**config.mk**
```make
export PLATFORM = sky130hd
export DESIGN_NAME = huffman_code_bit_packer_unit
export DESIGN_NICKNAME = d
export VERILOG_FILES = /design/src/sv/hcbp_pkg.sv /design/src/sv/hcbp_table.sv /design/src/sv/hcbp_fifo.sv /design/src/sv/huffman_code_bit_packer_unit.sv
export SDC_FILE = /design/constraint.sdc
export NUM_CORES = 2
export LEC_CHECK = 0
export ABC_AREA = 0
export BUFFER_PORTS_ARGS = -buffer_cell sky130_fd_sc_hd__buf_2
export CORE_MARGIN = 8
export CORE_UTILIZATION = 30
export DETAILED_ROUTE_END_ITERATION = 8
export HOLD_SLACK_MARGIN = 0.15
export PLACE_DENSITY_LB_ADDON = 0.15
export SYNTH_ARGS = -nofsm -noshare
export SYNTH_HDL_FRONTEND = slang
export SYNTH_SLANG_ARGS = --single-unit
```
**constraint.sdc**
```tcl
create_clock -name aclk -period 10.1 [get_ports aclk]
set_input_delay 2.02 -clock aclk [delete_from_list [all_inputs] [get_ports aclk]]
set_output_delay 2.02 -clock aclk [all_outputs]
set_load 0.02 [all_outputs]
```
**src/sv/hcbp_pkg.sv**
```systemverilog
// shared constants, command codes and the result item type of the huffman bit packer
// depends on nothing; used by every module of the block
`default_nettype none

package hcbp_pkg;

    localparam int MAX_CODE_LEN = 16;
    localparam int SYMBOL_COUNT = 128;

    localparam int CMD_W    = 2;
    localparam int SYMBOL_W = 8;
    localparam int CODE_W   = 16;
    localparam int LEN_W    = 5;
    localparam int BYTE_W   = 8;
    localparam int TOTAL_W  = 32;

    localparam int SYM_W     = $clog2(SYMBOL_COUNT);
    localparam int ENC_LIMIT = (SYMBOL_COUNT < 128) ? SYMBOL_COUNT : 128;

    localparam int PART_W     = BYTE_W - 1;
    localparam int PBITS_W    = $clog2(BYTE_W);
    localparam int ACC_W      = PART_W + MAX_CODE_LEN;
    localparam int N_W        = $clog2(ACC_W + 1);
    localparam int RES_MAX    = ACC_W / BYTE_W;
    localparam int CNT_W      = $clog2(RES_MAX + 1);
    localparam int FIFO_DEPTH = 1 << $clog2(2 * RES_MAX);
    localparam int PTR_W      = $clog2(FIFO_DEPTH);
    localparam int FCNT_W     = $clog2(FIFO_DEPTH + 1);

    typedef enum logic [CMD_W-1:0] {
        CMD_LOAD   = 2'd0,
        CMD_ENCODE = 2'd1,
        CMD_FLUSH  = 2'd2,
        CMD_NOP    = 2'd3
    } cmd_t;

    typedef struct packed {
        logic [BYTE_W-1:0]  out_byte;
        logic               byte_valid;
        logic               last;
        logic [TOTAL_W-1:0] total_bits;
    } result_t;

endpackage

`default_nettype wire

```
**src/sv/hcbp_table.sv**
```systemverilog
// code table: one code and length per symbol, registered read, per-entry valid bits
// depends on hcbp_pkg
`default_nettype none

module hcbp_table (
    input  wire logic                       aclk,
    input  wire logic                       aresetn,
    input  wire logic                       wr_en,
    input  wire logic [hcbp_pkg::SYM_W-1:0] wr_addr,
    input  wire logic [hcbp_pkg::CODE_W-1:0] wr_code,
    input  wire logic [hcbp_pkg::LEN_W-1:0] wr_len,
    input  wire logic                       rd_en,
    input  wire logic [hcbp_pkg::SYM_W-1:0] rd_addr,
    output logic      [hcbp_pkg::CODE_W-1:0] rd_code,
    output logic      [hcbp_pkg::LEN_W-1:0] rd_len
);
    import hcbp_pkg::*;

    logic [CODE_W+LEN_W-1:0] mem [SYMBOL_COUNT];
    logic [SYMBOL_COUNT-1:0] valid_reg;
    logic [CODE_W+LEN_W-1:0] rd_data_reg;
    logic                    rd_hit_reg;
    logic [CODE_W-1:0]       code_mask;

    assign code_mask = (CODE_W'(1) << wr_len) - CODE_W'(1);

    always_ff @(posedge aclk) begin
        if (wr_en) begin
            mem[wr_addr] <= {wr_len, wr_code & code_mask};
        end
        if (rd_en) begin
            rd_data_reg <= mem[rd_addr];
        end
    end

    always_ff @(posedge aclk) begin
        if (!aresetn) begin
            valid_reg  <= '0;
            rd_hit_reg <= 1'b0;
        end else begin
            if (wr_en) begin
                valid_reg[wr_addr] <= 1'b1;
            end
            if (rd_en) begin
                rd_hit_reg <= valid_reg[rd_addr];
            end
        end
    end

    assign rd_code = rd_hit_reg ? rd_data_reg[CODE_W-1:0] : '0;
    assign rd_len  = rd_hit_reg ? rd_data_reg[CODE_W+LEN_W-1:CODE_W] : '0;

endmodule

`default_nettype wire

```
**src/sv/hcbp_fifo.sv**
```systemverilog
// result queue: takes up to RES_MAX result items a cycle, gives one a cycle while pop is high
// depends on hcbp_pkg
`default_nettype none

module hcbp_fifo (
    input  wire logic                                 aclk,
    input  wire logic                                 aresetn,
    input  wire logic [hcbp_pkg::CNT_W-1:0]           push_cnt,
    input  wire hcbp_pkg::result_t [hcbp_pkg::RES_MAX-1:0] push_data,
    input  wire logic                                 pop,
    output hcbp_pkg::result_t                         head,
    output logic                                      not_empty,
    output logic                                      room
);
    import hcbp_pkg::*;

    result_t            mem_reg [FIFO_DEPTH];
    logic [PTR_W-1:0]   wr_ptr_reg, wr_ptr_next;
    logic [PTR_W-1:0]   rd_ptr_reg, rd_ptr_next;
    logic [FCNT_W-1:0]  count_reg, count_next;
    logic               do_pop;

    assign not_empty = (count_reg != '0);
    assign do_pop    = pop && not_empty;
    assign room      = (count_reg <= FCNT_W'(FIFO_DEPTH - RES_MAX));
    assign head      = mem_reg[rd_ptr_reg];

    always_comb begin
        wr_ptr_next = wr_ptr_reg + PTR_W'(push_cnt);
        rd_ptr_next = rd_ptr_reg + PTR_W'(do_pop);
        count_next  = count_reg + FCNT_W'(push_cnt) - FCNT_W'(do_pop);
    end

    always_ff @(posedge aclk) begin
        for (int i = 0; i < RES_MAX; i++) begin
            if (CNT_W'(i) < push_cnt) begin
                mem_reg[wr_ptr_reg + PTR_W'(i)] <= push_data[i];
            end
        end
    end

    always_ff @(posedge aclk) begin
        if (!aresetn) begin
            wr_ptr_reg <= '0;
            rd_ptr_reg <= '0;
            count_reg  <= '0;
        end else begin
            wr_ptr_reg <= wr_ptr_next;
            rd_ptr_reg <= rd_ptr_next;
            count_reg  <= count_next;
        end
    end

endmodule

`default_nettype wire

```
**src/sv/huffman_code_bit_packer_unit.sv**
```systemverilog
// top level of the huffman code bit packer: command decode, bit accumulator, total count
// depends on hcbp_pkg, hcbp_table and hcbp_fifo
`default_nettype none

// Takes one command item per cycle while s_ready is high. A load writes the code
// table on the cycle it is accepted and gives no result. An encode or flush reads the
// table into a registered stage, from which it reaches the bit accumulator once the
// queue has room; its result items enter a four-entry queue and leave one per cycle
// while m_ready is high, so an encode that completes two bytes gives two output items,
// and input stalls only when the queue lacks room for two items. The code table starts
// cleared through per-entry valid bits, so no clearing pass follows reset.
module huffman_code_bit_packer_unit (
    input  wire logic                          aclk,
    input  wire logic                          aresetn,
    input  wire logic                          s_valid,
    output logic                               s_ready,
    input  wire logic [hcbp_pkg::CMD_W-1:0]    s_command,
    input  wire logic [hcbp_pkg::SYMBOL_W-1:0] s_symbol,
    input  wire logic [hcbp_pkg::CODE_W-1:0]   s_code_value,
    input  wire logic [hcbp_pkg::LEN_W-1:0]    s_code_length,
    output logic                               m_valid,
    input  wire logic                          m_ready,
    output logic      [hcbp_pkg::BYTE_W-1:0]   m_out_byte,
    output logic                               m_byte_valid,
    output logic                               m_last,
    output logic      [hcbp_pkg::TOTAL_W-1:0]  m_total_bits
);
    import hcbp_pkg::*;

    logic               accept;
    logic               load_ok;
    logic               enc_ok;
    cmd_t               in_cmd;

    logic               s1_valid_reg, s1_valid_next;
    cmd_t               s1_cmd_reg;
    logic               s1_ok_reg;
    logic               fire;
    logic               room;

    logic [CODE_W-1:0]  rd_code;
    logic [LEN_W-1:0]   rd_len;

    logic [PART_W-1:0]  partial_byte_reg, partial_byte_next;
    logic [PBITS_W-1:0] partial_bits_reg, partial_bits_next;
    logic [TOTAL_W-1:0] bit_total_reg, bit_total_next;

    logic [LEN_W-1:0]   eff_len;
    logic [ACC_W-1:0]   acc;
    logic [N_W-1:0]     nbits;
    logic [TOTAL_W:0]   sum;
    logic [PART_W-1:0]  part_mask;
    logic [N_W-1:0]     shamt;

    logic [CNT_W-1:0]                push_cnt;
    result_t [RES_MAX-1:0]           push_data;
    result_t                         head;

    assign in_cmd  = cmd_t'(s_command);
    assign accept  = s_valid && s_ready;
    assign load_ok = (in_cmd == CMD_LOAD)
                  && ({1'b0, s_symbol} < (SYMBOL_W+1)'(SYMBOL_COUNT))
                  && ({1'b0, s_code_length} <= (LEN_W+1)'(MAX_CODE_LEN));
    assign enc_ok  = (s_symbol != '0)
                  && ({1'b0, s_symbol} < (SYMBOL_W+1)'(ENC_LIMIT));

    assign fire    = s1_valid_reg && room;
    assign s_ready = !s1_valid_reg || room;

    hcbp_table u_table (
        .aclk    (aclk),
        .aresetn (aresetn),
        .wr_en   (accept && load_ok),
        .wr_addr (s_symbol[SYM_W-1:0]),
        .wr_code (s_code_value),
        .wr_len  (s_code_length),
        .rd_en   (accept),
        .rd_addr (s_symbol[SYM_W-1:0]),
        .rd_code (rd_code),
        .rd_len  (rd_len)
    );

    always_comb begin
        s1_valid_next = s1_valid_reg;
        if (accept) begin
            s1_valid_next = 1'b1;
        end else if (fire) begin
            s1_valid_next = 1'b0;
        end
    end

    always_ff @(posedge aclk) begin
        if (accept) begin
            s1_cmd_reg <= in_cmd;
            s1_ok_reg  <= enc_ok;
        end
    end

    always_comb begin
        eff_len   = s1_ok_reg ? rd_len : '0;
        acc       = (ACC_W'(partial_byte_reg) << eff_len) | ACC_W'(rd_code);
        nbits     = N_W'(partial_bits_reg) + N_W'(eff_len);
        sum       = {1'b0, bit_total_reg} + (TOTAL_W+1)'(eff_len);
        part_mask = (PART_W'(1) << nbits[PBITS_W-1:0]) - PART_W'(1);
        shamt     = '0;

        partial_byte_next = partial_byte_reg;
        partial_bits_next = partial_bits_reg;
        bit_total_next    = bit_total_reg;
        push_cnt          = '0;
        push_data         = '0;

        if (fire) begin
            case (s1_cmd_reg)
                CMD_ENCODE: begin
                    if (eff_len != '0) begin
                        bit_total_next    = sum[TOTAL_W] ? '1 : sum[TOTAL_W-1:0];
                        partial_bits_next = nbits[PBITS_W-1:0];
                        partial_byte_next = acc[PART_W-1:0] & part_mask;
                        push_cnt          = CNT_W'(nbits >> PBITS_W);
                        for (int k = 0; k < RES_MAX; k++) begin
                            shamt = nbits - N_W'(BYTE_W * (k + 1));
                            push_data[k].out_byte   = BYTE_W'(acc >> shamt);
                            push_data[k].byte_valid = 1'b1;
                            push_data[k].last       = 1'b0;
                            push_data[k].total_bits = bit_total_next;
                        end
                    end
                end
                CMD_FLUSH: begin
                    push_cnt                = CNT_W'(1);
                    push_data[0].out_byte   = BYTE_W'(partial_byte_reg)
                                            << (4'(BYTE_W) - 4'(partial_bits_reg));
                    push_data[0].byte_valid = (partial_bits_reg != '0);
                    push_data[0].last       = 1'b1;
                    push_data[0].total_bits = bit_total_reg;
                    partial_byte_next       = '0;
                    partial_bits_next       = '0;
                    bit_total_next          = '0;
                end
                CMD_LOAD: begin
                end
                CMD_NOP: begin
                end
                default: begin
                end
            endcase
        end
    end

    always_ff @(posedge aclk) begin
        if (!aresetn) begin
            s1_valid_reg     <= 1'b0;
            partial_byte_reg <= '0;
            partial_bits_reg <= '0;
            bit_total_reg    <= '0;
        end else begin
            s1_valid_reg     <= s1_valid_next;
            partial_byte_reg <= partial_byte_next;
            partial_bits_reg <= partial_bits_next;
            bit_total_reg    <= bit_total_next;
        end
    end

    hcbp_fifo u_fifo (
        .aclk      (aclk),
        .aresetn   (aresetn),
        .push_cnt  (push_cnt),
        .push_data (push_data),
        .pop       (m_ready),
        .head      (head),
        .not_empty (m_valid),
        .room      (room)
    );

    assign m_out_byte   = head.out_byte;
    assign m_byte_valid = head.byte_valid;
    assign m_last       = head.last;
    assign m_total_bits = head.total_bits;

    a_accept_stage: assert property (@(posedge aclk) disable iff (!aresetn)
        accept |=> s1_valid_reg)
        else $error("accepted item did not reach the table stage");

    a_flush_clears: assert property (@(posedge aclk) disable iff (!aresetn)
        (fire && s1_cmd_reg == CMD_FLUSH) |=>
            (partial_bits_reg == '0 && partial_byte_reg == '0 && bit_total_reg == '0))
        else $error("flush left accumulator state behind");

    a_empty_flush_byte: assert property (@(posedge aclk) disable iff (!aresetn)
        (m_valid && m_last && !m_byte_valid) |-> (m_out_byte == '0))
        else $error("flush without pending bits gave a nonzero byte");

    a_stall_cause: assert property (@(posedge aclk) disable iff (!aresetn)
        !s_ready |-> (s1_valid_reg && !room))
        else $error("input stalled without a blocked table stage");

endmodule

`default_nettype wire
```
Word level (Yosys, flattened, before mapping):

Memory sizes are Yosys's and may differ from the RTL's. A register that Yosys moved wholly into a read port is not among the register bits.
Cells that the tools add are included.

* memory bits (writable): 2856
* flip-flop bits (word level): 182
* word-level logic and storage cells: 93
* input bits: 35
* memories kept: 2
* output and inout port bits: 44

Memory list
* u_table.mem: words 128, width 21, read ports 1, clocked after memory_dff 1, write ports 1, RTL line hcbp_table.sv:19 `logic [CODE_W+LEN_W-1:0] mem [SYMBOL_COUNT];`
* u_fifo.mem_reg: words 4, width 42, read ports 1, clocked after memory_dff 1, write ports 2, RTL line hcbp_fifo.sv:17 `result_t mem_reg [FIFO_DEPTH];`

* add/subtract/negate cells: 12
* shift-type cells: 6
* mux-type cells: 30
* bitwise operators: 4
* reductions and logical operators: 18
* magnitude comparators: 7
* equality and inequality tests: 3

Operators with widths (number)
* two-way mux 84 bit: 2
* bitwise OR 128 bit: 1
* case mux 42 bit (2 select lines): 1
* two-way mux 32 bit: 2
* case mux 32 bit (2 select lines): 1
* >> shifter 23 x 5 -> 8 bit: 2
* two-way mux 42 bit: 1
* adder 32 x 5 -> 33 bit: 1
* bitwise OR 23 x 16 -> 23 bit: 1
* << shifter 7 x 5 -> 23 bit: 1
* AND 16 bit: 1
* two-way mux 16 bit: 1
* << shifter 1 x 5 -> 16 bit, first input constant: 1
* subtractor 16 x 2 -> 16 bit, second input constant: 1
* case mux 7 bit (2 select lines): 1
* two-way mux 1 bit: 10
* two-way mux 5 bit: 2
* logical AND 1 bit: 8
* less-than comparator 7 x 8 -> 1 bit, second input constant: 1
* less-than comparator 8 bit, second input constant: 1
* nonzero test 8 bit: 1
* << shifter 7 x 4 -> 8 bit: 1
* AND 7 bit: 1
* binary-select mux 1 bit (select 7 bit): 1
* 31 further kinds: 36

Longest topological paths before layout:

* word-level depth: 9
* gate-level depth with buffers: 18
* depth with buffers taken out: 13

Cells and area by module:

Synthesis repeated with hierarchy kept, for this count alone.

* cell total of the unflattened synthesis: 5836
* area total of the unflattened synthesis: 123244.5 sq um

By module, submodules not included
* hcbp_table: sequential area each 83930.5 sq um, cells each 4474, instances 1, area an instance 108288.9 sq um
* hcbp_fifo: sequential area each 5185.0 sq um, cells each 451, instances 1, area an instance 8578.2 sq um
* huffman_code_bit_packer_unit: sequential area each 950.9 sq um, cells each 911, instances 1, area an instance 6377.4 sq um

Worst setup path before layout:

Ideal clock, no wire load.

* kind: input port to flip-flop
* start point: input s_code_length[2] in the netlist's numbering
* end point: memory u_table.mem[0][5] in the netlist's numbering, data pin
* arrival time: 7.596 ns
* setup time: 1.243 ns
* stages on the path: 3
* required time: 8.857 ns
* buffers on the path: 1
* setup slack: 1.261 ns
* cell sequence: clkbuf_1 -> nand2_1 -> a21boi_0

* word-level cells in the longest chain between the ends: 3

RTL lines
* start, declared: RTL line huffman_code_bit_packer_unit.sv:20 `input wire logic [hcbp_pkg::LEN_W-1:0] s_code_length,`
* << shifter 1 x 5 -> 16 bit: RTL line hcbp_table.sv:25 `assign code_mask = (CODE_W'(1) << wr_len) - CODE_W'(1);`
* subtractor 16 x 2 -> 16 bit: RTL line hcbp_table.sv:25
* AND 16 bit: RTL line hcbp_table.sv:29 `mem[wr_addr] <= {wr_len, wr_code & code_mask};`
* end, declared: RTL line hcbp_table.sv:19

Every way passes these cells.

Worst setup path after layout:

* start point: input s_code_length[3] in the netlist's numbering
* end point: memory u_table.mem[75][10] in the netlist's numbering, data pin

The elaborated chain is that of the path after synthesis.

==> impl_metrics.csv <==
group,metric,value,unit
final_layout,instances_no_fill,12788,
clocking,cts_root_buf,"clkbuf_16",
global_route,overflow,0,
global_route,grt_first_pass_wirelength,589000,um
timing,hold_viol,0,
logic_synthesis,synth_edf_count,2876,
final_layout,largest_reg_flops,2688,
worst_setup_path,path_cells,"buf_6 -> nor3_1 -> nand3b_1 -> ha_1 -> o31ai_1 -> and2_1 -> nand2b_1 -> o21ai_0 -> a21oi_1 -> nor2b_4 -> buf_4",
worst_setup_path,critPathKind,"in2reg",
place,place_congestion,0.851,
worst_setup_path,critPathMaxStageDelay,0.93,ns
place,io_buffers,78,
die,core_area,388000,um2
worst_setup_path,cpMaxStageDelayCell,"buf_4",
worst_setup_path,start_kind,"input pin",
final_layout,nNetsFinal,7350,
logic_synthesis,async_flop_share,0,%
worst_setup_path,reg2reg_from,"u_table.rd_hit_reg",
worst_setup_path,regToRegEndpoint,"u_fifo.mem_reg[3][18]",
logic_synthesis,synth_flop_cell,"edfxtp_1",
timing,period_needed,5.87,ns
clocking,clkTransAtPathRegs,0.06,ns
worst_setup_path,path_buf_inv,2,
logic_synthesis,synthesis.nets,7139,
worst_setup_path,reg2regPathDepth,12,
pwr,combPwrFrac,6.2,%
timing,min_period_over_period,58.1,%
logic_synthesis,ys_top_cells_by_count,"2876 x edfxtp_1, 918 x a22oi_1, 332 x clkbuf_1",
global_route,grt_max_degree,129,
detailed_routing,viasPerCell,5.64,
die,die_w,640,um
clocking,cts_htree_levels,5,
pwr,clockPowerShare,43.5,%
pwr,p_sw,6.55,mW
timing,fin_hold_ws,0.463,ns
global_route,gr-usage-all-layers,20.1,%
logic_synthesis,ys_ff_latch,3059,
worst_setup_path,critical_path_required,10.68,ns
pwr,p_per_area,205,nW/um2
detailed_routing,first_pass_iters,8,
logic_synthesis,postSynthAreaPerCell,16.5,um2
clocking,clock_path_buffers,4,
die,die-height,640,um
clocking,clk_latency,0.95,ns
global_route,first_global_vias,70330,
worst_setup_path,cp.depth,11,
timing,finalSetupViolCount,0,
detailed_routing,post_drt_wl_per_cell,33.5,um
clocking,postCtsSetupRepairBufs,0,
clocking,cts_tree,"done",
timing,max_slew_margin,5.97,%
worst_setup_path,crit_fanout,89,
die,rows,229,
logic_synthesis,synth.most_common_cell,"edfxtp_1",
timing,worstMarginPinSlew,1.40,ns
clocking,cts_resized,0,
logic_synthesis,synthDominantCellAreaShare,73.9,%
timing,rsz0062_at_grt,"false",
logic_synthesis,yosys_warnings,0,
logic_synthesis,synth_cells,7087,
worst_hold_path,hold_path.class,"reg2reg",
logic_synthesis,yosys.area.top_type,"edfxtp_1",
timing,fmax,170,MHz
pwr,p_leak,41.0,nW
detailed_routing,route.detailed.drc,0,
worst_setup_path,worst-endpoint-arrival,6.45,ns
pwr,pwr-share-seq,50.3,%
timing,finalSetupTns,0,ns
outcome,status,"finished clean",
pwr,total_power,27.8,mW
pwr,vdd_drop_max,0.237,mV
clocking,holdBufCountCts,0,
pwr,switching_share,23.6,%
die,start_util,30.1,%
logic_synthesis,post_synth_instance_area,117000,um2
global_route,antenna_found_initial,29,
run,max_cap_violations,0,
detailed_routing,ant_nets,0,
final_layout,area_growth,16.2,%
place,dp_cells,12151,
timing,slew_violations,0,
worst_setup_path,end_kind,"flip-flop",
worst_setup_path,crit_family,"simple AND/OR/NAND/NOR gates",
die,dieArea,410000,um2
worst_setup_path,endpoint,"u_table.mem[75][10]",
logic_synthesis,synth_cell_types,96,
die,io_pins,79,
logic_synthesis,synth.area.top_cells,"edfxtp_1 74%, a22oi_1 5.9%, dfxtp_1 3.1%, a22o_1 2.0%, a221oi_1 2.0%",
timing,fin_worst_skew,0.0672,ns
logic_synthesis,yosysSeqAreaShare,77.1,%
worst_setup_path,rrSetupSlack,4.67,ns
clocking,numCtsBuffers,342,
detailed_routing,routed-via-count,72167,
clocking,clock_sinks,3059,
final_layout,drive_above_1_share,15.0,%
detailed_routing,totalWireLength,429000,um
detailed_routing,drt-initial-drc-count,8569,
pwr,intPower,21.2,mW
worst_setup_path,cp-startpoint,"s_code_length[3]",
place,hpwl,246000,um
[cell type report]
cell class | instances | area (um2)
fill | 36748 | 253000
sequential | 3059 | 90000
multi-input combinational | 3469 | 25100
clock buffer | 433 | 9090
tap | 5197 | 6500
timing repair buffer | 399 | 3180
clock inverter | 190 | 1670
inverter | 27 | 101
antenna | 14 | 35.0
[per-layer routing]
metal	wire (um)	vias up	global-route usage [%]
li1	-	30108	-
met1	189000	38721	28.4
met2	199000	2786	32.2
met3	27800	546	2.94
met4	13100	6	5.90
met5	39	-	0
[cells by family after synthesis]
group           count (synthesis)  synth area share (%)
flops                        3059                  77.1
fa+ha+maj                      18                 0.197
buf+inv                       559                  1.93
mux                            74                  1.16
xor+xnor                       42                 0.334
compound gates               2404                  15.3
simple gates                  931                  4.03
[worst register-to-register path: cells and delay by family (launching register included)]
kind	cells	cell delay, ns
AOI/OAI and AO/OA	2	0.53
adders and majority gates	1	0.20
buffers and inverters	4	1.39
DFF	1	0.31
muxes	1	0.12
and+or+nand+nor	4	2.46
[power groups by stage]
| stage | combinational [mW] | clock, mW | sequential, mW |
|---|---|---|---|
| floorplan | 0.884 | 0 | 14.2 |
| CTS | 1.75 | 12.3 | 14.0 |
| finish | 1.73 | 12.1 | 14.0 |
| global placement | 1.74 | 0 | 14.2 |
| global route | 1.82 | 12.8 | 14.0 |
| detailed placement | 1.75 | 0 | 14.2 |
[how the worst min path moves through the flow]
stage | from | end | cells past startpoint
2_1_floorplan | u_fifo.mem_reg[3][32] | u_fifo.mem_reg[3][32] | 2
3_3_place_gp | u_fifo.mem_reg[3][32] | u_fifo.mem_reg[3][32] | 2
3_5_place_dp | u_table.valid_reg[99] | u_table.valid_reg[99] | 1
4_1_cts | u_table.valid_reg[102] | u_table.valid_reg[102] | 1
5_1_grt | u_table.valid_reg[57] | u_table.valid_reg[57] | 1
6_report | u_fifo.mem_reg[0][32] | u_fifo.mem_reg[0][32] | 2
[cell usage in the layout, fill, tap and decap left out, types with 137 or more instances in the layout]
| cell type | Yosys | final |
|---|---|---|
| clkbuf_16 | 0 | 346 |
| dfxtp_1 | 183 | 180 |
| a31oi_1 | 202 | 199 |
| a22oi_1 | 918 | 918 |
| o21ai_0 | 157 | 156 |
| buf_4 | 7 | 297 |
| a221oi_1 | 265 | 265 |
| a22o_1 | 268 | 268 |
| nand2_1 | 175 | 168 |
| nor2_1 | 267 | 137 |
| nand4_1 | 162 | 162 |
| o22ai_1 | 152 | 152 |
| edfxtp_1 | 2876 | 2876 |
[stage by stage]
stage | setup WS, ns | cell area [um2] | utilization [%]
6_report | 4.23 | 136000 | 35.0
5_1_grt | 4.13 | 136000 | 34.9
4_1_cts | 4.42 | 136000 | 34.9
3_5_place_dp | 3.42 | 125000 | 32.2
3_3_place_gp | 3.02 | 125000 | 32.2
2_1_floorplan | 1.26 | 117000 | -
Power figures use the tool's default switching activity.
